--- src/rtl/smpq_pkg.sv ---
`default_nettype none
package smpq_pkg;

  localparam int DEPTH    = 16;
  localparam int CNT_W    = $clog2(DEPTH + 1);
  localparam int HANDLE_W = 16;
  localparam int PRIO_W   = 8;
  localparam int OCC_W    = 5;
  localparam int STATUS_W = 2;

  localparam logic [STATUS_W-1:0] ST_OK    = 2'd0;
  localparam logic [STATUS_W-1:0] ST_EMPTY = 2'd1;
  localparam logic [STATUS_W-1:0] ST_FULL  = 2'd2;

  localparam logic MODE_INSERT = 1'b0;
  localparam logic MODE_REMOVE = 1'b1;

  typedef logic [HANDLE_W-1:0] handle_t;
  typedef logic [PRIO_W-1:0]   prio_t;

  // broadcast to every cell for one beat
  typedef struct packed {
    logic    insert;
    logic    remove;
    handle_t handle;
    prio_t   prio;
  } cell_ctrl_t;

endpackage
`default_nettype wire

--- src/rtl/stable_min_priority_queue_top.sv ---
`default_nettype none
// the result is strobed on done in the cycle after the accepting edge
// throughput: one item per cycle, busy stays low; set by the insert/shift cell row
// the receiver cannot stall, each result is shown for exactly one cycle
// reset: synchronous rst empties the queue and clears done, slot data is not cleared
// results show the head and occupancy after the item
module stable_min_priority_queue_top (
  input  wire logic                              clk,
  input  wire logic                              rst,
  input  wire logic                              start,
  output logic                                   busy,
  input  wire logic                              mode,
  input  wire logic [smpq_pkg::HANDLE_W-1:0]     entry_handle,
  input  wire logic [smpq_pkg::PRIO_W-1:0]       entry_priority,
  output logic                                   done,
  output logic [smpq_pkg::STATUS_W-1:0]          status,
  output logic                                   head_valid,
  output logic [smpq_pkg::HANDLE_W-1:0]          head_handle,
  output logic [smpq_pkg::PRIO_W-1:0]            head_priority,
  output logic [smpq_pkg::OCC_W-1:0]             occupancy
);

  localparam int D = smpq_pkg::DEPTH;

  logic [smpq_pkg::CNT_W-1:0]    count;
  logic [smpq_pkg::CNT_W-1:0]    count_next;
  logic [smpq_pkg::STATUS_W-1:0] status_next;
  logic                          accept;
  logic                          full;
  logic                          empty;
  smpq_pkg::cell_ctrl_t          ctrl;

  logic [D-1:0]      occ;
  logic [D-1:0]      gt;
  smpq_pkg::handle_t cell_handle [D];
  smpq_pkg::prio_t   cell_prio   [D];

  assign busy   = 1'b0;
  assign accept = start && !busy;
  assign full   = (count == smpq_pkg::CNT_W'(D));
  assign empty  = (count == '0);

  always_comb begin
    ctrl.insert = accept && (mode == smpq_pkg::MODE_INSERT) && !full;
    ctrl.remove = accept && (mode == smpq_pkg::MODE_REMOVE) && !empty;
    ctrl.handle = entry_handle;
    ctrl.prio   = entry_priority;
    count_next  = count;
    status_next = smpq_pkg::ST_OK;
    if (ctrl.insert) count_next = count + smpq_pkg::CNT_W'(1);
    if (ctrl.remove) count_next = count - smpq_pkg::CNT_W'(1);
    if (mode == smpq_pkg::MODE_INSERT && full)  status_next = smpq_pkg::ST_FULL;
    if (mode == smpq_pkg::MODE_REMOVE && empty) status_next = smpq_pkg::ST_EMPTY;
  end

  for (genvar i = 0; i < D; i++) begin : g_cell
    logic              l_gt;
    smpq_pkg::handle_t l_handle;
    smpq_pkg::prio_t   l_prio;
    smpq_pkg::handle_t r_handle;
    smpq_pkg::prio_t   r_prio;

    assign occ[i] = (count > smpq_pkg::CNT_W'(i));

    if (i == 0) begin : g_first
      assign l_gt     = 1'b0;
      assign l_handle = cell_handle[i];
      assign l_prio   = cell_prio[i];
    end else begin : g_mid
      assign l_gt     = gt[i-1];
      assign l_handle = cell_handle[i-1];
      assign l_prio   = cell_prio[i-1];
    end

    if (i == D - 1) begin : g_last
      assign r_handle = cell_handle[i];
      assign r_prio   = cell_prio[i];
    end else begin : g_inner
      assign r_handle = cell_handle[i+1];
      assign r_prio   = cell_prio[i+1];
    end

    smpq_cell u_cell (
      .clk          (clk),
      .ctrl         (ctrl),
      .occupied     (occ[i]),
      .left_gt      (l_gt),
      .left_handle  (l_handle),
      .left_prio    (l_prio),
      .right_handle (r_handle),
      .right_prio   (r_prio),
      .gt           (gt[i]),
      .handle       (cell_handle[i]),
      .prio         (cell_prio[i])
    );
  end

  always_ff @(posedge clk) begin
    if (rst) begin
      count <= '0;
      done  <= 1'b0;
    end else begin
      count <= count_next;
      done  <= accept;
    end
  end

  always_ff @(posedge clk) begin
    if (accept) status <= status_next;
  end

  // head comes straight from the first cell
  assign head_valid    = !empty;
  assign head_handle   = empty ? '0 : cell_handle[0];
  assign head_priority = empty ? '0 : cell_prio[0];
  assign occupancy     = smpq_pkg::OCC_W'(count);

endmodule
`default_nettype wire

--- src/rtl/smpq_cell.sv ---
`default_nettype none
module smpq_cell (
  input  wire logic                clk,
  input  wire smpq_pkg::cell_ctrl_t ctrl,
  input  wire logic                occupied,
  input  wire logic                left_gt,
  input  wire smpq_pkg::handle_t   left_handle,
  input  wire smpq_pkg::prio_t     left_prio,
  input  wire smpq_pkg::handle_t   right_handle,
  input  wire smpq_pkg::prio_t     right_prio,
  output logic                     gt,
  output smpq_pkg::handle_t        handle,
  output smpq_pkg::prio_t          prio
);

  smpq_pkg::handle_t handle_next;
  smpq_pkg::prio_t   prio_next;

  // occupied and strictly later than the new entry
  assign gt = occupied && (prio > ctrl.prio);

  always_comb begin
    handle_next = handle;
    prio_next   = prio;
    if (ctrl.insert) begin
      if (left_gt) begin
        handle_next = left_handle;
        prio_next   = left_prio;
      end else if (!occupied || gt) begin
        handle_next = ctrl.handle;
        prio_next   = ctrl.prio;
      end
    end else if (ctrl.remove) begin
      handle_next = right_handle;
      prio_next   = right_prio;
    end
  end

  always_ff @(posedge clk) begin
    handle <= handle_next;
    prio   <= prio_next;
  end

endmodule
`default_nettype wire

--- config.mk ---
export PLATFORM = sky130hd
export DESIGN_NAME = stable_min_priority_queue_top
export DESIGN_NICKNAME = d
export VERILOG_FILES = /design/src/rtl/smpq_pkg.sv /design/src/rtl/stable_min_priority_queue_top.sv /design/src/rtl/smpq_cell.sv
export SDC_FILE = /design/constraint.sdc
export NUM_CORES = 1
export LEC_CHECK = 0
export BUFFER_PORTS_ARGS = -buffer_cell sky130_fd_sc_hd__buf_2
export CELL_PAD_IN_SITES_DETAIL_PLACEMENT = 1
export CELL_PAD_IN_SITES_GLOBAL_PLACEMENT = 2
export CORE_MARGIN = 1
export CORE_UTILIZATION = 43
export DETAILED_ROUTE_END_ITERATION = 10
export PLACE_DENSITY = 0.78
export SYNTH_ARGS = -nofsm -noshare
export SYNTH_HDL_FRONTEND = slang
export SYNTH_HIERARCHICAL = 1
export SYNTH_SLANG_ARGS = --single-unit
--- constraint.sdc ---
create_clock -name clk -period 3.9 [get_ports clk]
set_input_delay 0 -clock clk [delete_from_list [all_inputs] [get_ports clk]]
set_output_delay 0 -clock clk [all_outputs]
set_load 0.05 [all_outputs]
## Word level (Yosys, flattened, before mapping)

Cells that the tools add are included.

| word-level totals | value |
|---|---|
| register bits after elaboration | 392 |
| input port bits | 28 |

| operators by class | value |
|---|---|
| $add $sub $neg | 2 |
| order comparisons | 32 |
| eq/ne operators | 16 |
| multiplexer cells | 127 |
| bitwise logic cells | 1 |
| reduce and logical (&&, ||, !) cells | 75 |

Operators with widths:

| operator | count |
|---|---|
| $mux W16 | 62 |
| $mux W8 | 62 |
| $gt A8 B8 Y1 | 16 |
| $ne A3 B1 Y1 const B | 14 |
| $gt A5 B4 Y1 const B | 8 |
| $reduce_and A2 Y1 | 16 |
| $logic_and A1 B1 Y1 | 22 |
| $gt A5 B3 Y1 const B | 4 |
| $logic_not A1 Y1 | 18 |
| $logic_or A1 B1 Y1 | 16 |
| $gt A5 B1 Y1 const B | 2 |
| $gt A5 B2 Y1 const B | 2 |
| $mux W5 | 2 |
| $add A5 B1 Y5 const B | 1 |
| $eq A5 B5 Y1 const B | 1 |
| $logic_not A5 Y1 | 1 |
| $sub A5 B1 Y5 const B | 1 |
| $reduce_bool A2 Y1 | 2 |
| $mux W2 | 1 |
| $ne A2 B1 Y1 const B | 1 |
| $not A1 Y1 | 1 |

## Logic depth before layout (Yosys ltp)

Gate-level depths: netlist of run 1.

| logic depth | value |
|---|---|
| depth after elaboration | 6 |
| mapped depth | 11 |
| gate-level depth less buffers | 8 |

## Cells and area by module

Netlist of run 1, hierarchy kept.

Modules (own cells, without submodules):

| module | instances | cells an instance | area each (sq um) | sequential area each (sq um) |
|---|---|---|---|---|
| smpq_cell at g_cell[0].u_cell ... | 15 | 135 | 1442.6 | 720.7 |
| smpq_cell at g_cell[7].u_cell | 1 | 135 | 1443.9 | 720.7 |
| stable_min_priority_queue_top | 1 | 119 | 873.3 | 180.2 |

## Least setup slack after synthesis of run 1

Ideal clock, no wire load.

| timing path | value |
|---|---|
| kind | register to register |
| from | register count, in the netlist occupancy[0] |
| to | register g_cell[1].u_cell.handle[0], enable pin |
| library setup time | 0.384 ns |
| arrival | 3.299 ns |
| required time | 3.516 ns |
| slack | 0.217 ns |
| stages on the path, launching flop included | 10 |
| buffers on the path | 3 |
| clock period less this slack | 3.683 ns |
| cells stage by stage | dfxtp_1 -> clkbuf_1 -> inv_1 -> ha_1 -> nor4b_4 -> inv_1 -> clkbuf_1 -> and2_1 -> buf_2 -> o32a_1 |

| between the ends | value |
|---|---|
| word-level cells in the longest chain between the ends | 5 |
| elaborated cells between the ends (all ways) | 15 |

Ends and longest elaborated chain:

| item | RTL line | text |
|---|---|---|
| from (decl) | stable_min_priority_queue_top.sv:25 | `logic [smpq_pkg::CNT_W-1:0] count;` |
| from (signal assigned) | stable_min_priority_queue_top.sv:103 | `count <= count_next;` |
| $logic_not A5 Y1 | stable_min_priority_queue_top.sv:41 | `assign empty = (count == '0);` |
| $logic_not A1 Y1 | - |  |
| via head_valid | stable_min_priority_queue_top.sv:17 | `output logic head_valid,` |
| $logic_and A1 B1 Y1 | stable_min_priority_queue_top.sv:45 | `ctrl.remove = accept && (mode == smpq_pkg::MODE_REMOVE) && !empty;` |
| $reduce_bool A2 Y1 (no line) | - |  |
| $reduce_and A2 Y1 (no line) | - |  |
| to (signal assigned) | smpq_cell.sv:40 | `handle <= handle_next;` |
| to (decl) | smpq_cell.sv:12 | `output smpq_pkg::handle_t handle,` |

The timed path passes the listed nets, and every way through them passes these cells.
A chain may end at the register's enable or synchronous reset.

==> results of run 1 <==
-- metrics by stage --
| stage | area, sq um | setup WS, ps |
|---|---|---|
| detailed placement | 24900 | 649 |
| floorplan | 24000 | 217 |
| finish | 26400 | 616 |
| global route | 26400 | 462 |
| CTS | 26400 | 682 |
| global placement | 24900 | 768 |
-- registers in the layout, summed over array words and instances, names as in the netlist --
| register | cells |
|---|---|
| g_cell.u_cell/handle | 256 |
| g_cell.u_cell/prio | 128 |
| occupancy | 5 |
| status | 2 |
| done | 1 |
-- final cells by class --
class / count / area (sq um) / area share, %
inverter: 135 / 507 / 1.92
multi-input combinational: 1599 / 11000 / 41.5
clock inverter: 26 / 236 / 0.894
sequential: 392 / 11700 / 44.3
timing repair buffer: 121 / 856 / 3.24
clock buffer: 60 / 1220 / 4.63
tap: 748 / 936 / 3.54
-- worst max-delay path, cell delays in order (launching register included) --
cell	delay (ps)
dfxtp_1	560
inv_1	150
ha_1	270
nand4bb_1	150
and3b_4	460
buf_12	310
buf_12	600
nor2_1	170
a21oi_1	180
-- power by group through the flow --
stage | registers (W) | clock network [W] | logic [W]
6_report | 0.00783 | 0.00424 | 0.00813
5_1_grt | 0.00801 | 0.00452 | 0.00890
4_1_cts | 0.00784 | 0.00439 | 0.00823
3_5_place_dp | 0.00792 | 0 | 0.00818
3_3_place_gp | 0.00784 | 0 | 0.00791
2_1_floorplan | 0.00755 | 0 | 0.00606
-- what timing repair did --
action | in CTS | in global routing
hold endpoints to repair | 10 | 0
hold buffers | 4 | 0
setup buffers | 0 | 0
setup endpoints to repair | 0 | 0
-- cells in the final DEF, fill, tap and decap left out, types with 6 or more instances in the layout --
master       n
o21ai_0     11
o32a_1      16
a21oi_1    419
clkbuf_16   47
mux2i_1    384
and2_2      16
nor2b_1     18
clkinv_2     6
buf_12       7
a2bb2oi_1   16
edfxtp_1   386
clkinv_1    12
and4_1      32
inv_1      135
and2_1      41
nor2_1     394
a21o_1      16
o2111ai_1   16
a31oi_1     16
ha_1       134
nand2_1     41
clkbuf_1    13
buf_4       50
dfxtp_1      6
buf_2       60
-- worst paths after layout --
check / startpoint / endpoint / slack (ps) / cells after the start
setup / recovery: occupancy[0] / g_cell[4].u_cell/handle[4] / 620 / 8
setup reg to reg: occupancy[0] / g_cell[4].u_cell/handle[4] / 620 / 8
hold reg to reg: g_cell[7].u_cell/handle[1] / g_cell[6].u_cell/handle[1] / 600 / 2
hold / removal: entry_handle[1] / g_cell[13].u_cell/handle[1] / 60 / 3
-- layer usage --
| layer | part of all wire [%] | global-route usage (%) |
|---|---|---|
| met1 | 48 | 30.5 |
| met2 | 48 | 38.5 |
| met3 | 2.5 | 2.46 |
| met4 | 1.8 | 5.24 |
| met5 | 0 | 0 |
==> flow_summary.yaml, run 1 <==
run_status:
  status: "completed"
synth:
  synth_area_sq_mm: 0.0240
  postSynthAreaPerCell_sq_um: 10.5
  synthCells: 2278
  yosysWarnings: 6
global_route:
  grt_max_degree: 230
  track_usage_pct: 22.5
  grt_pass1_wl_um: 101000
  antenna_found_initial: 0
  grt_overflow: 0
  grt_pass1_vias: 17757
layout:
  fin_util_pct: 48.0
  fillers: 6016
  area_growth_pct: 10.4
  stdcell_count: 3081
  drive_gt1_share_pct: 8.49
  nets: 2458
  diodes: 0
clock_tree:
  clock-sinks: 392
  clock_tree.root_cell: "clkbuf_16"
  cts_made_buffers: 47
  clock_path_buffers: 3
  tritoncts: "built"
  h-tree-depth: 2
  clock_latency_ps: 580
  path_clk_slew_ps: 60
  postCtsResizedCells: 0
route:
  post_drt_wl_per_cell_um: 20.7
  totalWireLength_um: 63900
  vias_per_cell: 5.49
  num_vias: 16915
  drcViolationCount: 0
  drt_iter0_markers: 878
  drtAntennaViolNets: 0
  firstDrtPassIters: 5
die:
  die_w_um: 238
  row_count: 86
  top_level_ports: 62
  design.core.area_sq_mm: 0.0551
  initial_core_util_pct: 43.5
  fp.dieH_um: 238
  die_area_sq_mm: 0.0566
power_and_ir_drop:
  switching_share_pct: 40.1
  ir_drop_uv: 671
  pwr-share-comb_pct: 40.2
  p_sw_w: 0.00811
  p_clk_share_pct: 21.0
  powerDensity_mw_per_mm2: 764
  leakage_nw: 10.0
  p_int_w: 0.0121
  seqPwrFrac_pct: 38.8
  total_power_w: 0.0202
place:
  gp_congestion: 0.796
  numPortBuffers: 60
  post-place-cells: 2991
  dp_hpwl_um: 45000
setup_path:
  crit_fanout: 229
  arrival_ps: 3710
  startpoint_type: "flip-flop"
  cp.required_ps: 4320
  critical_path_class: "flip-flop to flip-flop"
  cp-end-kind: "flip-flop"
timing:
  hold_ws_ps: 58.0
  setup_viol: 0
  rsz0062_at_grt: "false"
  min_period_ps: 3280
  fin_setup_tns_ps: 0
  slew_violations: 0
  worst_pin_slew_ps: 1180
  period_share_pct: 84.2
  fin_skew_ps: 10.3
  slew_headroom_pct: 21.2
  hold_viol_final: 0
  clock.fmax_mhz: 305
job:
  drv_cap: 0
hold_path:
  hold_path.class: "input pin to flip-flop"
Note: power is estimated with default switching activity, not from simulation.
==> inputs of run 2 (changes only) <==
--- a/config.mk
+++ b/config.mk
@@ -5,13 +5,14 @@
 export SDC_FILE = /design/constraint.sdc
 export NUM_CORES = 1
 export LEC_CHECK = 0
+export ABC_AREA = 1
 export BUFFER_PORTS_ARGS = -buffer_cell sky130_fd_sc_hd__buf_2
 export CELL_PAD_IN_SITES_DETAIL_PLACEMENT = 1
 export CELL_PAD_IN_SITES_GLOBAL_PLACEMENT = 2
 export CORE_MARGIN = 1
-export CORE_UTILIZATION = 43
+export CORE_UTILIZATION = 35
 export DETAILED_ROUTE_END_ITERATION = 10
-export PLACE_DENSITY = 0.78
+export PLACE_DENSITY = 0.73
 export SYNTH_ARGS = -nofsm -noshare
 export SYNTH_HDL_FRONTEND = slang
 export SYNTH_HIERARCHICAL = 1
==> constraint.sdc (replaced) <==
create_clock -name clk -period 2.9 [get_ports clk]
set_input_delay 0 -clock clk [delete_from_list [all_inputs] [get_ports clk]]
set_output_delay 0 -clock clk [all_outputs]
set_load 0.05 [all_outputs]
==> run 2 against run 1 <==
  * Global-route usage rose by 3.4 points
  * Worst hold slack got worse by 13 ps
  * Setup slack lost 510 ps
  * Wire length rose by 41%
  * Clock power up 42%
  * Via count grew 27%
  * Critical endpoint is now g_cell[14].u_cell/handle[7]
  * Highest routed layer unchanged
==> flow_summary.yaml, run 2 <==
route:
  drt_iter0_markers: 1748
  num_vias: 21464
  post_drt_wl_per_cell_um: 23.0
  drcViolationCount: 0
  drtAntennaViolNets: 0
  totalWireLength_um: 90400
  firstDrtPassIters: 5
  vias_per_cell: 5.45
power_and_ir_drop:
  leakage_nw: 11.8
  powerDensity_mw_per_mm2: 722
  total_power_w: 0.0198
  ir_drop_uv: 380
timing:
  period_share_pct: 96.3
  clock.fmax_mhz: 358
  setup_viol: 0
  hold_viol_final: 0
  rsz0062_at_grt: "true"
  slew_violations: 0
  fin_setup_tns_ps: 0
  fin_skew_ps: 17.0
  worst_pin_slew_ps: 912
  slew_headroom_pct: 39.0
  min_period_ps: 2790
clock_tree:
  path_clk_slew_ps: 60
  clock-sinks: 392
  clock_tree.root_cell: "clkbuf_16"
  h-tree-depth: 2
  cts_setup_buffers: 0
  tritoncts: "built"
  clock_path_buffers: 3
  clock_latency_ps: 590
  cts_made_buffers: 49
global_route:
  grt_pass1_vias: 22019
  grt_pass1_wl_um: 138000
  track_usage_pct: 25.9
  grt_max_degree: 37
  antenna_found_initial: 1
  grt_overflow: 0
die:
  die_area_sq_mm: 0.0693
  initial_core_util_pct: 35.5
  fp.dieH_um: 263
  top_level_ports: 62
  design.core.area_sq_mm: 0.0673
  die_w_um: 263
  row_count: 95
place:
  dp_hpwl_um: 66000
  place_area_sq_mm: 0.0258
  gp_congestion: 0.877
  numPortBuffers: 60
synth:
  postSynthAreaPerCell_sq_um: 8.20
  yosysWarnings: 6
  synthCells: 2912
  synth_area_sq_mm: 0.0239
layout:
  largest-register: "g_cell.u_cell/handle"
  fin_area_sq_mm: 0.0274
  area_growth_pct: 14.8
  largest_register_ffs: 256
  nets: 3186
  final_common_cell: "nand2_1"
  drive_gt1_share_pct: 10.3
  layout_common_cells: "611 x nand2_1, 459 x nor2_1, 423 x o21ai_0"
setup_path:
  cp.required_ps: 3110
  startpoint_type: "flip-flop"
  cp-end-kind: "flip-flop"
  crit_fanout: 12
  critical_path_class: "flip-flop to flip-flop"
  arrival_ps: 3000
run_status:
  status: "completed"
hold_path:
  hold_path.class: "input pin to flip-flop"
job:
  drv_cap: 0
==> run 2: final timing paths <==
kind,slack (ps),end,depth (start not counted),startpoint
worst max-delay path,110,g_cell[14].u_cell/handle[7],9,g_cell[13].u_cell/prio[7]
worst min-delay path,50,g_cell[6].u_cell/prio[4],4,entry_priority[4]
worst max register to register,110,g_cell[14].u_cell/handle[7],9,g_cell[13].u_cell/prio[7]
worst min register to register,570,g_cell[14].u_cell/handle[6],2,g_cell[15].u_cell/handle[6]
==> run 2: per-stage QoR <==
step,worst slack (ps),instances,utilization (%),hold slack (ps)
after floorplan,12.7,2920,-,61.7
final,107,3938,40.7,45.1
after CTS,85.5,3936,40.7,4.79
after global routing,-40.2,3937,40.7,44.1
after detailed placement,87.6,3840,38.3,195
after global placement,161,3840,38.3,193
==> run 2: metal layers <==
| metal | part of all wire, % | wire [um] | GRT usage (%) | vias to the layer above |
|---|---|---|---|---|
| li1 | - | - | - | 10052 |
| met2 | 43 | 38700 | 39.2 | 649 |
| met4 | 1.7 | 1580 | 5.53 | 0 |
| met1 | 50 | 44900 | 39.6 | 10668 |
| met5 | 0 | 0 | 0 | - |
| met3 | 5.8 | 5210 | 2.82 | 95 |
==> run 2: cell type report <==
cell class,count,area [sq um]
Clock inverter,34,238
Inverter,282,1070
Sequential cell,392,11700
Antenna cell,1,2.50
Multi-Input combinational cell,2114,10500
Tap cell,873,1090
Timing Repair Buffer,185,1460
Clock buffer,57,1300
Fill cell,8101,39900
==> run 2: timing repair <==
action                                  4_1_cts  5_1_grt
hold endpoints to repair                     11        0
hold buffers                                  5        0
resized for setup                             0        5
endpoints found under the setup margin        0       34
==> run 2: worst max-delay path: stages, from the launching register on <==
cell and delay [ps]:
edfxtp_1 470, ha_1 340, nand2_1 70, nor2_1 160
nand2_1 80, nand2_1 60, nand2_1 160, nor2_1 200
nor3_1 140, a21oi_2 720
==> run 2: power by group <==
| part | switching (W) | total [W] | internal [W] |
|---|---|---|---|
| Clock | 0.00255 | 0.00601 | 0.00346 |
| Combinational | 0.00377 | 0.00529 | 0.00152 |
| Sequential | 0.000862 | 0.00848 | 0.00761 |
| Total | 0.00717 | 0.0198 | 0.0126 |
